<file path="config.mk">
export PLATFORM = sky130hd
export DESIGN_NAME = intel_hex_record_loader
export DESIGN_NICKNAME = d
export VERILOG_FILES = /design/src/rtl/ihex_pkg.sv /design/src/rtl/ihex_front.sv /design/src/rtl/ihex_queue.sv /design/src/rtl/ihex_back.sv /design/src/rtl/intel_hex_record_loader.sv
export SDC_FILE = /design/constraint.sdc
export NUM_CORES = 1
export LEC_CHECK = 0
export BUFFER_PORTS_ARGS = -buffer_cell sky130_fd_sc_hd__buf_2
export CAP_MARGIN = 20
export CORE_MARGIN = 10
export CORE_UTILIZATION = 60
export DETAILED_ROUTE_END_ITERATION = 16
export PLACE_DENSITY = 0.77
export RECOVER_POWER = 25
export SLEW_MARGIN = 20
export SYNTH_ARGS = -nofsm -noshare
export SYNTH_HDL_FRONTEND = slang
export SYNTH_SLANG_ARGS = --single-unit
</file>
<file path="constraint.sdc">
create_clock -name clk -period 5.8 [get_ports clk]
set_input_delay 0.58 -clock clk [delete_from_list [all_inputs] [get_ports clk]]
set_output_delay 0.58 -clock clk [all_outputs]
set_load 0.05 [all_outputs]
</file>
<file path="src/rtl/ihex_pkg.sv">
// shared types, character codes and record codes for the hex loader
// no dependencies
package ihex_pkg;

	// ascii characters the parser looks for
	localparam logic [7:0] CH_COLON = 8'h3A;
	localparam logic [7:0] CH_NL    = 8'h0A;
	localparam logic [7:0] CH_UA    = 8'h41;
	localparam logic [7:0] CH_UF    = 8'h46;
	localparam logic [7:0] CH_LA    = 8'h61;
	localparam logic [7:0] CH_LF    = 8'h66;
	localparam logic [7:0] CH_ZERO  = 8'h30;

	// record types acted on
	localparam logic [7:0] REC_DATA = 8'h00;
	localparam logic [7:0] REC_SEG  = 8'h02;
	localparam logic [7:0] REC_LIN  = 8'h04;

	// digits per field
	localparam logic [2:0] DIGITS_BYTE = 3'd2;
	localparam logic [2:0] DIGITS_WORD = 3'd4;

	// parser phase
	typedef enum logic [2:0] {
		PH_LINE  = 3'd0,
		PH_COUNT = 3'd1,
		PH_ADDR  = 3'd2,
		PH_TYPE  = 3'd3,
		PH_DATA  = 3'd4,
		PH_SKIP  = 3'd5
	} ihex_phase_t;

	// one pending byte write between parser and output stage
	typedef struct packed {
		logic [31:0] base;
		logic [7:0]  index;
		logic [7:0]  data;
	} ihex_wr_t;

	// hex digit value; anything else takes the low nibble of code minus '0'
	function automatic logic [3:0] hex_value(input logic [7:0] c);
		logic [7:0] d;
		begin
			if (c >= CH_UA && c <= CH_UF) begin
				d = c - CH_UA + 8'd10;
			end else if (c >= CH_LA && c <= CH_LF) begin
				d = c - CH_LA + 8'd10;
			end else begin
				d = c - CH_ZERO;
			end
			return d[3:0];
		end
	endfunction

endpackage

</file>
<file path="src/rtl/ihex_front.sv">
// character parser: tracks record fields and issues byte write requests
// depends on ihex_pkg
module ihex_front (
	input  logic             clk,
	input  logic             arst_n,
	input  logic             accept,
	input  logic [7:0]       text_char,
	input  logic             file_start,
	output logic             push,
	output ihex_pkg::ihex_wr_t push_data
);
	import ihex_pkg::*;

	ihex_phase_t phase_q, cur_phase, nxt_phase;
	logic [2:0]  count_q, cur_count, nxt_count, cnt_ext;
	logic [15:0] accum_q, cur_accum, nxt_accum, acc_ext;
	logic [7:0]  total_q, cur_total, nxt_total;
	logic [7:0]  index_q, cur_index, nxt_index, index_inc;
	logic [31:0] base_q, cur_base, nxt_base;
	logic [7:0]  rtype_q, cur_rtype, nxt_rtype;
	logic [31:0] offset_q, cur_offset, nxt_offset;
	logic        is_nl, is_colon, byte_done, word_done, emit;

	// file start wipes state before the character is handled
	always_comb begin
		if (file_start) begin
			cur_phase  = PH_LINE;
			cur_count  = '0;
			cur_accum  = '0;
			cur_total  = '0;
			cur_index  = '0;
			cur_base   = '0;
			cur_rtype  = '0;
			cur_offset = '0;
		end else begin
			cur_phase  = phase_q;
			cur_count  = count_q;
			cur_accum  = accum_q;
			cur_total  = total_q;
			cur_index  = index_q;
			cur_base   = base_q;
			cur_rtype  = rtype_q;
			cur_offset = offset_q;
		end
	end

	// character classification and digit shift-in
	always_comb begin
		is_nl     = (text_char == CH_NL);
		is_colon  = (text_char == CH_COLON);
		acc_ext   = {cur_accum[11:0], hex_value(text_char)};
		cnt_ext   = cur_count + 3'd1;
		byte_done = (cnt_ext == DIGITS_BYTE);
		word_done = (cnt_ext == DIGITS_WORD);
		index_inc = cur_index + 8'd1;
		emit      = !is_nl && (cur_phase == PH_DATA) && (cur_rtype == REC_DATA) && byte_done;
	end

	// next phase
	always_comb begin
		nxt_phase = cur_phase;
		if (is_nl) begin
			nxt_phase = PH_LINE;
		end else begin
			unique case (cur_phase)
				PH_LINE: begin
					nxt_phase = is_colon ? PH_COUNT : PH_SKIP;
				end
				PH_COUNT: begin
					if (byte_done) nxt_phase = PH_ADDR;
				end
				PH_ADDR: begin
					if (word_done) nxt_phase = PH_TYPE;
				end
				PH_TYPE: begin
					if (byte_done) begin
						if (acc_ext[7:0] == REC_DATA) begin
							nxt_phase = (cur_total != 8'd0) ? PH_DATA : PH_SKIP;
						end else if (acc_ext[7:0] == REC_SEG || acc_ext[7:0] == REC_LIN) begin
							nxt_phase = PH_DATA;
						end else begin
							nxt_phase = PH_SKIP;
						end
					end
				end
				PH_DATA: begin
					if (cur_rtype == REC_DATA) begin
						if (byte_done && index_inc == cur_total) nxt_phase = PH_SKIP;
					end else if (word_done) begin
						nxt_phase = PH_SKIP;
					end
				end
				default: begin
					nxt_phase = cur_phase;
				end
			endcase
		end
	end

	// field registers and requests
	always_comb begin
		nxt_count  = cur_count;
		nxt_accum  = cur_accum;
		nxt_total  = cur_total;
		nxt_index  = cur_index;
		nxt_base   = cur_base;
		nxt_rtype  = cur_rtype;
		nxt_offset = cur_offset;
		if (is_nl) begin
			nxt_count = '0;
			nxt_accum = '0;
		end else begin
			unique case (cur_phase) inside
				PH_LINE: begin
					if (is_colon) begin
						nxt_count = '0;
						nxt_accum = '0;
					end
				end
				PH_COUNT, PH_ADDR, PH_TYPE, PH_DATA: begin
					nxt_count = cnt_ext;
					nxt_accum = acc_ext;
					if (cur_phase == PH_COUNT && byte_done) begin
						nxt_total = acc_ext[7:0];
						nxt_count = '0;
						nxt_accum = '0;
					end
					if (cur_phase == PH_ADDR && word_done) begin
						nxt_base  = {16'd0, acc_ext} + cur_offset;
						nxt_count = '0;
						nxt_accum = '0;
					end
					if (cur_phase == PH_TYPE && byte_done) begin
						nxt_rtype = acc_ext[7:0];
						nxt_index = '0;
						nxt_count = '0;
						nxt_accum = '0;
					end
					if (cur_phase == PH_DATA) begin
						if (cur_rtype == REC_DATA) begin
							if (byte_done) begin
								nxt_index = index_inc;
								nxt_count = '0;
								nxt_accum = '0;
							end
						end else if (word_done) begin
							nxt_offset = (cur_rtype == REC_SEG) ? {12'd0, acc_ext, 4'd0}
								: {acc_ext, 16'd0};
							nxt_count = '0;
							nxt_accum = '0;
						end
					end
				end
				default: begin
					nxt_count = cur_count;
				end
			endcase
		end
	end

	// write request toward the queue
	assign push              = accept && emit;
	assign push_data.base    = cur_base;
	assign push_data.index   = cur_index;
	assign push_data.data    = acc_ext[7:0];

	// parser state registers
	always_ff @(posedge clk or negedge arst_n) begin
		if (!arst_n) begin
			phase_q  <= PH_LINE;
			count_q  <= '0;
			accum_q  <= '0;
			total_q  <= '0;
			index_q  <= '0;
			base_q   <= '0;
			rtype_q  <= '0;
			offset_q <= '0;
		end else if (accept) begin
			phase_q  <= nxt_phase;
			count_q  <= nxt_count;
			accum_q  <= nxt_accum;
			total_q  <= nxt_total;
			index_q  <= nxt_index;
			base_q   <= nxt_base;
			rtype_q  <= nxt_rtype;
			offset_q <= nxt_offset;
		end
	end

endmodule

</file>
<file path="src/rtl/ihex_queue.sv">
// small fifo of pending byte writes between parser and output stage
// depends on ihex_pkg
module ihex_queue #(
	parameter int DEPTH = 4
) (
	input  logic               clk,
	input  logic               arst_n,
	input  logic               push,
	input  ihex_pkg::ihex_wr_t push_data,
	input  logic               pop,
	output ihex_pkg::ihex_wr_t pop_data,
	output logic               full,
	output logic               empty
);
	import ihex_pkg::*;

	localparam int AW = (DEPTH > 1) ? $clog2(DEPTH) : 1;
	localparam int CW = $clog2(DEPTH + 1);

	ihex_wr_t        mem_q [DEPTH];
	logic [AW-1:0]   wr_ptr_q, rd_ptr_q;
	logic [CW-1:0]   count_q;
	logic            do_push, do_pop;

	// pointer step with wrap at the depth
	function automatic logic [AW-1:0] ptr_next(input logic [AW-1:0] p);
		begin
			return (p == AW'(DEPTH - 1)) ? '0 : p + 1'b1;
		end
	endfunction

	assign full     = (count_q == CW'(DEPTH));
	assign empty    = (count_q == '0);
	assign do_push  = push && !full;
	assign do_pop   = pop && !empty;
	assign pop_data = mem_q[rd_ptr_q];

	// storage
	always_ff @(posedge clk) begin
		if (do_push) mem_q[wr_ptr_q] <= push_data;
	end

	// pointers and fill count
	always_ff @(posedge clk or negedge arst_n) begin
		if (!arst_n) begin
			wr_ptr_q <= '0;
			rd_ptr_q <= '0;
			count_q  <= '0;
		end else begin
			if (do_push) wr_ptr_q <= ptr_next(wr_ptr_q);
			if (do_pop) rd_ptr_q <= ptr_next(rd_ptr_q);
			if (do_push && !do_pop) begin
				count_q <= count_q + 1'b1;
			end else if (do_pop && !do_push) begin
				count_q <= count_q - 1'b1;
			end
		end
	end

endmodule

</file>
<file path="src/rtl/ihex_back.sv">
// output stage: forms the byte address and holds the result for the sink
// depends on ihex_pkg
module ihex_back (
	input  logic               clk,
	input  logic               arst_n,
	input  logic               q_empty,
	input  ihex_pkg::ihex_wr_t q_data,
	output logic               q_pop,
	output logic               out_valid,
	input  logic               out_ready,
	output logic [31:0]        write_address,
	output logic [7:0]         write_byte
);
	import ihex_pkg::*;

	logic        valid_q;
	logic [31:0] addr_q;
	logic [7:0]  byte_q;

	// load whenever the output slot is free or being drained
	assign q_pop = !q_empty && (!valid_q || out_ready);

	always_ff @(posedge clk or negedge arst_n) begin
		if (!arst_n) begin
			valid_q <= 1'b0;
		end else if (!valid_q || out_ready) begin
			valid_q <= !q_empty;
		end
	end

	// record base plus byte index, wrapping at 32 bits
	always_ff @(posedge clk) begin
		if (q_pop) begin
			addr_q <= q_data.base + {24'd0, q_data.index};
			byte_q <= q_data.data;
		end
	end

	assign out_valid     = valid_q;
	assign write_address = addr_q;
	assign write_byte    = byte_q;

endmodule

</file>
<file path="src/rtl/intel_hex_record_loader.sv">
// intel hex loader: one text character per cycle in, one byte write out per data byte
// path: a result is queued at the edge that accepts its last digit and is then registered in the output stage
// throughput: one character per cycle; input stalls only once QUEUE_DEPTH writes
//   wait behind a stalled output stage
// reset: arst_n clears the parser to line start, the offset to zero and the queue
// to empty
module intel_hex_record_loader #(
	parameter int QUEUE_DEPTH = 4
) (
	input  logic        clk,
	input  logic        arst_n,
	input  logic        s_axis_tvalid,
	output logic        s_axis_tready,
	input  logic [7:0]  s_axis_tdata,   // [7:0] text_char
	input  logic        s_axis_tuser,   // [0] file_start
	output logic        m_axis_tvalid,
	input  logic        m_axis_tready,
	output logic [39:0] m_axis_tdata    // [31:0] write_address, [39:32] write_byte
);
	import ihex_pkg::*;

	ihex_wr_t push_data, pop_data;
	logic     accept, push, pop, full, empty;
	logic [31:0] write_address;
	logic [7:0]  write_byte;

	assign s_axis_tready = !full;
	assign accept        = s_axis_tvalid && s_axis_tready;

	// parser
	ihex_front u_front (
		.clk        (clk),
		.arst_n     (arst_n),
		.accept     (accept),
		.text_char  (s_axis_tdata),
		.file_start (s_axis_tuser),
		.push       (push),
		.push_data  (push_data)
	);

	// pending writes
	ihex_queue #(
		.DEPTH (QUEUE_DEPTH)
	) u_queue (
		.clk       (clk),
		.arst_n    (arst_n),
		.push      (push),
		.push_data (push_data),
		.pop       (pop),
		.pop_data  (pop_data),
		.full      (full),
		.empty     (empty)
	);

	// address forming and output register
	ihex_back u_back (
		.clk           (clk),
		.arst_n        (arst_n),
		.q_empty       (empty),
		.q_data        (pop_data),
		.q_pop         (pop),
		.out_valid     (m_axis_tvalid),
		.out_ready     (m_axis_tready),
		.write_address (write_address),
		.write_byte    (write_byte)
	);

	assign m_axis_tdata = {write_byte, write_address};

endmodule

</file>
After elaboration in Yosys (flattened, before gate mapping)
Memory sizes are Yosys's and may differ from the RTL's.
Index checks and enable logic that the tools add are counted.

storage, ports and cells
  register bits after elaboration = 158
  memory bits (writable) = 192
  output and inout bits = 42
  memories = 1

memory list
  memory         depth  width  rd ports  clocked after memory_dff  wr ports  line              source
  u_queue.mem_q  4      48     1         0                         1         ihex_queue.sv:20  ihex_wr_t mem_q [DEPTH];

operators by class
  $add $sub $neg = 13
  magnitude comparators = 4
  eq/ne operators = 15
  mux-type cells = 69
  reductions and logical operators = 31

operators with widths
  kind                   number
  $mux W32               11
  $mux W16               10
  $mux W8                15
  $mux W3                22
  $add A16 B32 Y32       1
  $add A32 B8 Y32        1
  $pmux W16 S2           1
  $eq A8 B2 Y1 const B   2
  $ge A8 B7 Y1 const B   2
  $le A8 B7 Y1 const B   2
  $logic_and A1 B1 Y1    16
  $logic_not A8 Y1       2
  $pmux W3 S5            1
  $sub A4 B1 Y4 const B  3
  $eq A3 B2 Y1 const B   3
  $eq A3 B3 Y1 const B   3
  $add A4 B4 Y4 const B  2
  $add A8 B1 Y8 const B  1
  $eq A8 B3 Y1 const B   1
  $eq A8 B4 Y1 const B   1
  $eq A8 B6 Y1 const B   1
  $eq A8 B8 Y1           1
  $mux W4                2
  $reduce_bool A8 Y1     1
  13 further kinds       27

Depth between registers and ports, before layout
  depth after elaboration = 12
  mapped depth = 19
  depth with buffers taken out = 17

Cells and area by module
Synthesis repeated with hierarchy kept, for this count alone.

unflattened totals
  cell total of the unflattened synthesis = 1151
  area, all modules = 16096.7 µm²

by module, submodules not included
  module                   instances  cells each  area an instance (µm²)  sequential area each (µm²)
  ihex_queue               1          288         7398.3                  5940.7
  ihex_front               1          701         6449.9                  2652.5
  ihex_back                1          160         2238.4                  1226.2
  intel_hex_record_loader  1          2           10.0                    0.0

Worst setup path before layout
OpenSTA, ideal clock, no wires.

  kind = register -> register
  from = register u_queue.rd_ptr_q[0]
  to = register u_back.addr_q[16] (netlist: u_back.write_address[16]), data pin
  arrival = 4.408 ns
  required time = 5.543 ns
  slack = 1.135 ns
  cell stages (with the launch flop) = 20
  period minus slack after synthesis = 4.665 ns
  path through = dfrtp_1 -> clkbuf_1 -> buf_2 -> buf_2 -> buf_2 -> buf_2 -> mux4_2 -> ha_1 -> inv_1 -> fa_1 -> nor2b_1 -> o21ai_0 -> a21boi_0 -> o21ai_0 -> a21boi_0 -> o21a_1 -> or2_2 -> clkbuf_1 -> and3_1 -> xor2_1

on the way
  cells in the longest elaborated chain, start to end = 2

ends and longest elaborated chain
  element                   line              source
  start: declaration        ihex_queue.sv:21  logic [AW-1:0] wr_ptr_q, rd_ptr_q;
  start signal: assignment  ihex_queue.sv:51  if (do_pop) rd_ptr_q <= ptr_next(rd_ptr_q);
  $mem_v2 Z4 W48            --
  $add A32 B8 Y32           ihex_back.sv:34   addr_q <= q_data.base + {24'd0, q_data.index};
  end signal: assignment    ihex_back.sv:34
  end: declaration          ihex_back.sv:17   logic [31:0] addr_q;

Every way passes these cells.
A chain may end at the register's enable or synchronous reset.

Worst setup path after layout
  from = input port s_axis_tuser
  to = register u_front.base_q[17]

on the way
  cells in the longest elaborated chain, start to end = 7

ends and longest elaborated chain
  element                                                   line                           source
  start: declaration                                        intel_hex_record_loader.sv:15  input logic s_axis_tuser,
  branches (longest 6 deep; another with $add A16 B32 Y32)  --
  $mux W32 (*)                                              ihex_front.sv:109              if (is_nl) begin
  end signal: assignment                                    ihex_front.sv:184              base_q <= nxt_base;
  end: declaration                                          ihex_front.sv:19               logic [31:0] base_q, cur_base, nxt_base;

Mark *: on every way between the ends.

==> impl_metrics.py <==
metrics = {
    "synthesis": {
        "ys_types": 72,
        "synth_edf_count": 232,
        "synth_nets": 1278,
        "avgSynthCellArea_sq_um": 13.0,
        "syn_inst": 1227,
        "yosys_warnings": 0,
        "synth_area_sq_um": 15900,
        "synth_seq_cells": 346,
        "ys_async_sr_fraction": 0.329,
        "synth.yosys.seq_area_share": 0.616,
        "synthFlopType": "edfxtp_1",
    },
    "status": {
        "status": "finished with violations",
        "failed_checks": "max-capacitance violations, max-slew violations",
    },
    "place": {
        "dpl.hpwl_microns": 22700,
        "placed_cells": 1572,
        "gp_congestion": 0.908,
        "io_buffers": 54,
        "place_ws_ns": 1.40,
    },
    "final_layout": {
        "layout_commonest_cell": "edfxtp_1",
        "syn2layout_area_growth_pct": 10.6,
        "diodes": 0,
        "utilization": 0.675,
        "final_cell_mix": "edfxtp_1, nand2_1, dfrtp_1, o21ai_0, nor2b_1",
        "drive_gt1_frac": 0.158,
        "stdcell_count": 1637,
        "nets": 1326,
    },
    "sta": {
        "min_period_ns": 4.63,
        "setup-violations-final": 0,
        "worst_hold_slack_ns": 0.265,
        "layout_setup_ws_ns": 1.17,
        "drv_slew": 108,
        "period_share": 0.798,
        "slew_headroom": -1.21,
        "worst_pin_slew_ns": 3.32,
        "rsz0062_at_grt": "false",
        "max_freq_mhz": 216,
        "clock_skew_ns": 0.0143,
        "finalHoldViolCount": 0,
        "tns_ns": 0,
    },
    "floorplanning": {
        "dieWidth_microns": 183,
        "start_util": 0.610,
        "ios": 55,
        "core_area_sq_um": 26100,
        "die_y_microns": 183,
        "core.rowCount": 59,
        "die_area_sq_um": 33500,
    },
    "worst_setup_path": {
        "critical_path_class": "in2reg",
        "required_ns": 6.11,
        "critPathSlowestCell": "clkbuf_1",
        "rrSetupSlack_ns": 1.63,
        "crit_path_cell_trace": "clkbuf_1 -> clkbuf_1 -> nor2b_1 -> a211o_1 -> o311ai_0 -> o22a_1 -> o21ai_2 -> a221o_2 -> a21o_4 -> a21oi_4 -> or4_1 -> o211ai_1",
        "critPathCaptureType": "register",
        "path_max_fanout": 45,
        "r2r_end": "u_back.write_address[24]$_DFFE_PP_",
        "worstSetupStartpoint": "s_axis_tuser",
        "path_common_cell": "clkbuf_1",
        "worstSetupStartpointType": "primary input",
        "reg2reg_depth": 13,
        "r2r_start": "u_queue.rd_ptr_q[0]$_DFFE_PN0P_",
        "cp.arrival_ns": 4.94,
        "critPathMaxStageDelay_ns": 1.53,
    },
    "global_route": {
        "antenna_found_initial": 0,
        "grt_first_pass_wirelength_microns": 55300,
        "grt_max_degree": 62,
        "grt_usage": 0.205,
        "grt.overflow.total": 0,
        "grt_pass1_vias": 10059,
    },
    "clock_tree": {
        "clock-root-buffer": "clkbuf_16",
        "cts_buffer_depth": 3,
        "clk_latency_ns": 0.52,
        "cts.htree.levels": 2,
        "cts_tree": "yes",
        "cts_hold_buffers": 0,
        "clock-sinks": 346,
        "path_clk_slew_ns": 0.06,
        "cts_buffers": 36,
        "ctsResizeCount": 0,
        "cts_setup_buffers": 0,
    },
    "worst_hold_path": {
        "hp-class": "in2reg",
        "holdPathStages": 2,
        "holdPathEnd": "u_back.out_valid$_DFFE_PN0N_",
        "min_from": "m_axis_tready",
    },
    "routing": {
        "dr.first_iter.drc_count": 740,
        "route.detailed.drc": 0,
        "dr.pass1.iters": 8,
        "vias_per_cell": 6.14,
        "wl_per_cell_microns": 20.9,
        "vias": 10057,
        "drtAntennaViolNets": 0,
        "wl_microns": 34200,
    },
    "power": {
        "powerDensity_nw_per_um2": 419,
        "peakVddDrop_v": 0.000247,
        "power_leakage_nw": 6.56,
    },
    "flow_run": {
        "drv_cap": 2,
    },
}
## layout make-up
| cell class | count | area [sq um] |
|---|---|---|
| Clock buffer | 47 | 972 |
| Clock inverter | 18 | 135 |
| Fill cell | 1854 | 8490 |
| Inverter | 44 | 165 |
| Multi-Input combinational cell | 778 | 5750 |
| Sequential cell | 346 | 9820 |
| Tap cell | 335 | 419 |
| Timing Repair Buffer | 69 | 377 |
## worst max-delay path, delay by kind of cell
kind / cells / cell delay, ns
AOI/OAI and AO/OA: 8 / 1.91
buffers and inverters: 2 / 1.67
and+or+nand+nor: 2 / 0.76
## per-layer routing
metal	track usage	wire length, microns
met4	0.0587	650
met2	0.335	16500
met3	0.0338	1960
met1	0.281	15000
met5	0	0
## cells by family (layout without fill, tap and decap cells)
group / Yosys count / count (layout) / synth area share
muxes: 54 / 54 / 0.0723
xor gates and xnor gates: 64 / 64 / 0.0352
and+or+nand+nor: 371 / 371 / 0.115
buffers and inverters: 103 / 178 / 0.0249
AOI/OAI and AO/OA: 247 / 247 / 0.103
DFF: 346 / 346 / 0.616
adders and majority gates: 42 / 42 / 0.0335
## stage by stage
step           total power, mW  area, sq um
2_1_floorplan             4.77        15900
3_3_place_gp              5.21        16500
3_5_place_dp              5.26        16500
4_1_cts                   7.44        17700
5_1_grt                   7.72        17600
6_report                  7.39        17600
## worst max path at each step
stage	end	slack, ns
after detailed placement	u_front.base_q[26]$_DFFE_PN0P_	1.40
after global routing	u_front.base_q[17]$_DFFE_PN0P_	0.85
after global placement	u_front.base_q[20]$_DFFE_PN0P_	1.46
final	u_front.base_q[17]$_DFFE_PN0P_	1.17
after floorplan	u_back.write_address[16]$_DFFE_PP_	1.14
after CTS	u_back.write_address[24]$_DFFE_PP_	1.62
## power by group
part / switching (mW) / internal [mW]
Combinational: 1.37 / 0.780
Sequential: 0.149 / 2.91
Clock: 0.943 / 1.24
## state kept, by name, summed over array words and instances, names as in the netlist
signal                cells
u_back.write_byte         8
u_queue.mem_q           192
u_back.out_valid          1
u_front.accum_q          12
u_front.phase_q           3
u_front.offset_q         32
u_front.base_q           32
u_front.index_q           8
u_back.write_address     32
u_queue.wr_ptr_q          2
u_queue.count_q           3
u_queue.rd_ptr_q          2
u_front.rtype_q           8
u_front.total_q           8
u_front.count_q           3
## cell usage after synthesis, types with 3 or more instances
master / count / area (sq um)
a31oi_1: 4 / 25.0
maj3_2: 3 / 33.8
xnor2_1: 42 / 368
nor2_1: 44 / 165
edfxtp_1: 232 / 6970
a211oi_1: 4 / 30.0
dfrtp_1: 114 / 2850
buf_1: 9 / 33.8
o21a_1: 3 / 22.5
mux2_2: 3 / 33.8
buf_2: 5 / 25.0
nand4_1: 9 / 56.3
mux4_2: 48 / 1080
o22ai_1: 14 / 87.6
o31ai_1: 5 / 37.5
or3_1: 5 / 31.3
o21ai_0: 80 / 400
inv_1: 42 / 158
a211o_1: 4 / 35.0
a32oi_1: 4 / 35.0
clkbuf_1: 44 / 165
o211ai_1: 7 / 52.6
a21o_1: 11 / 82.6
nor3_1: 14 / 70.1
a22o_1: 29 / 254
a21oi_1: 39 / 195
ha_1: 36 / 450
o21ai_1: 11 / 55.1
a22oi_1: 5 / 37.5
and3_1: 17 / 106
nand2_1: 149 / 559
or4_1: 5 / 37.5
nand3_1: 24 / 120
and4_1: 4 / 35.0
xor2_1: 22 / 193
nor4_1: 5 / 31.3
and2_1: 17 / 106
nor2b_1: 65 / 407
Note: power is estimated with default switching activity, not from simulation.
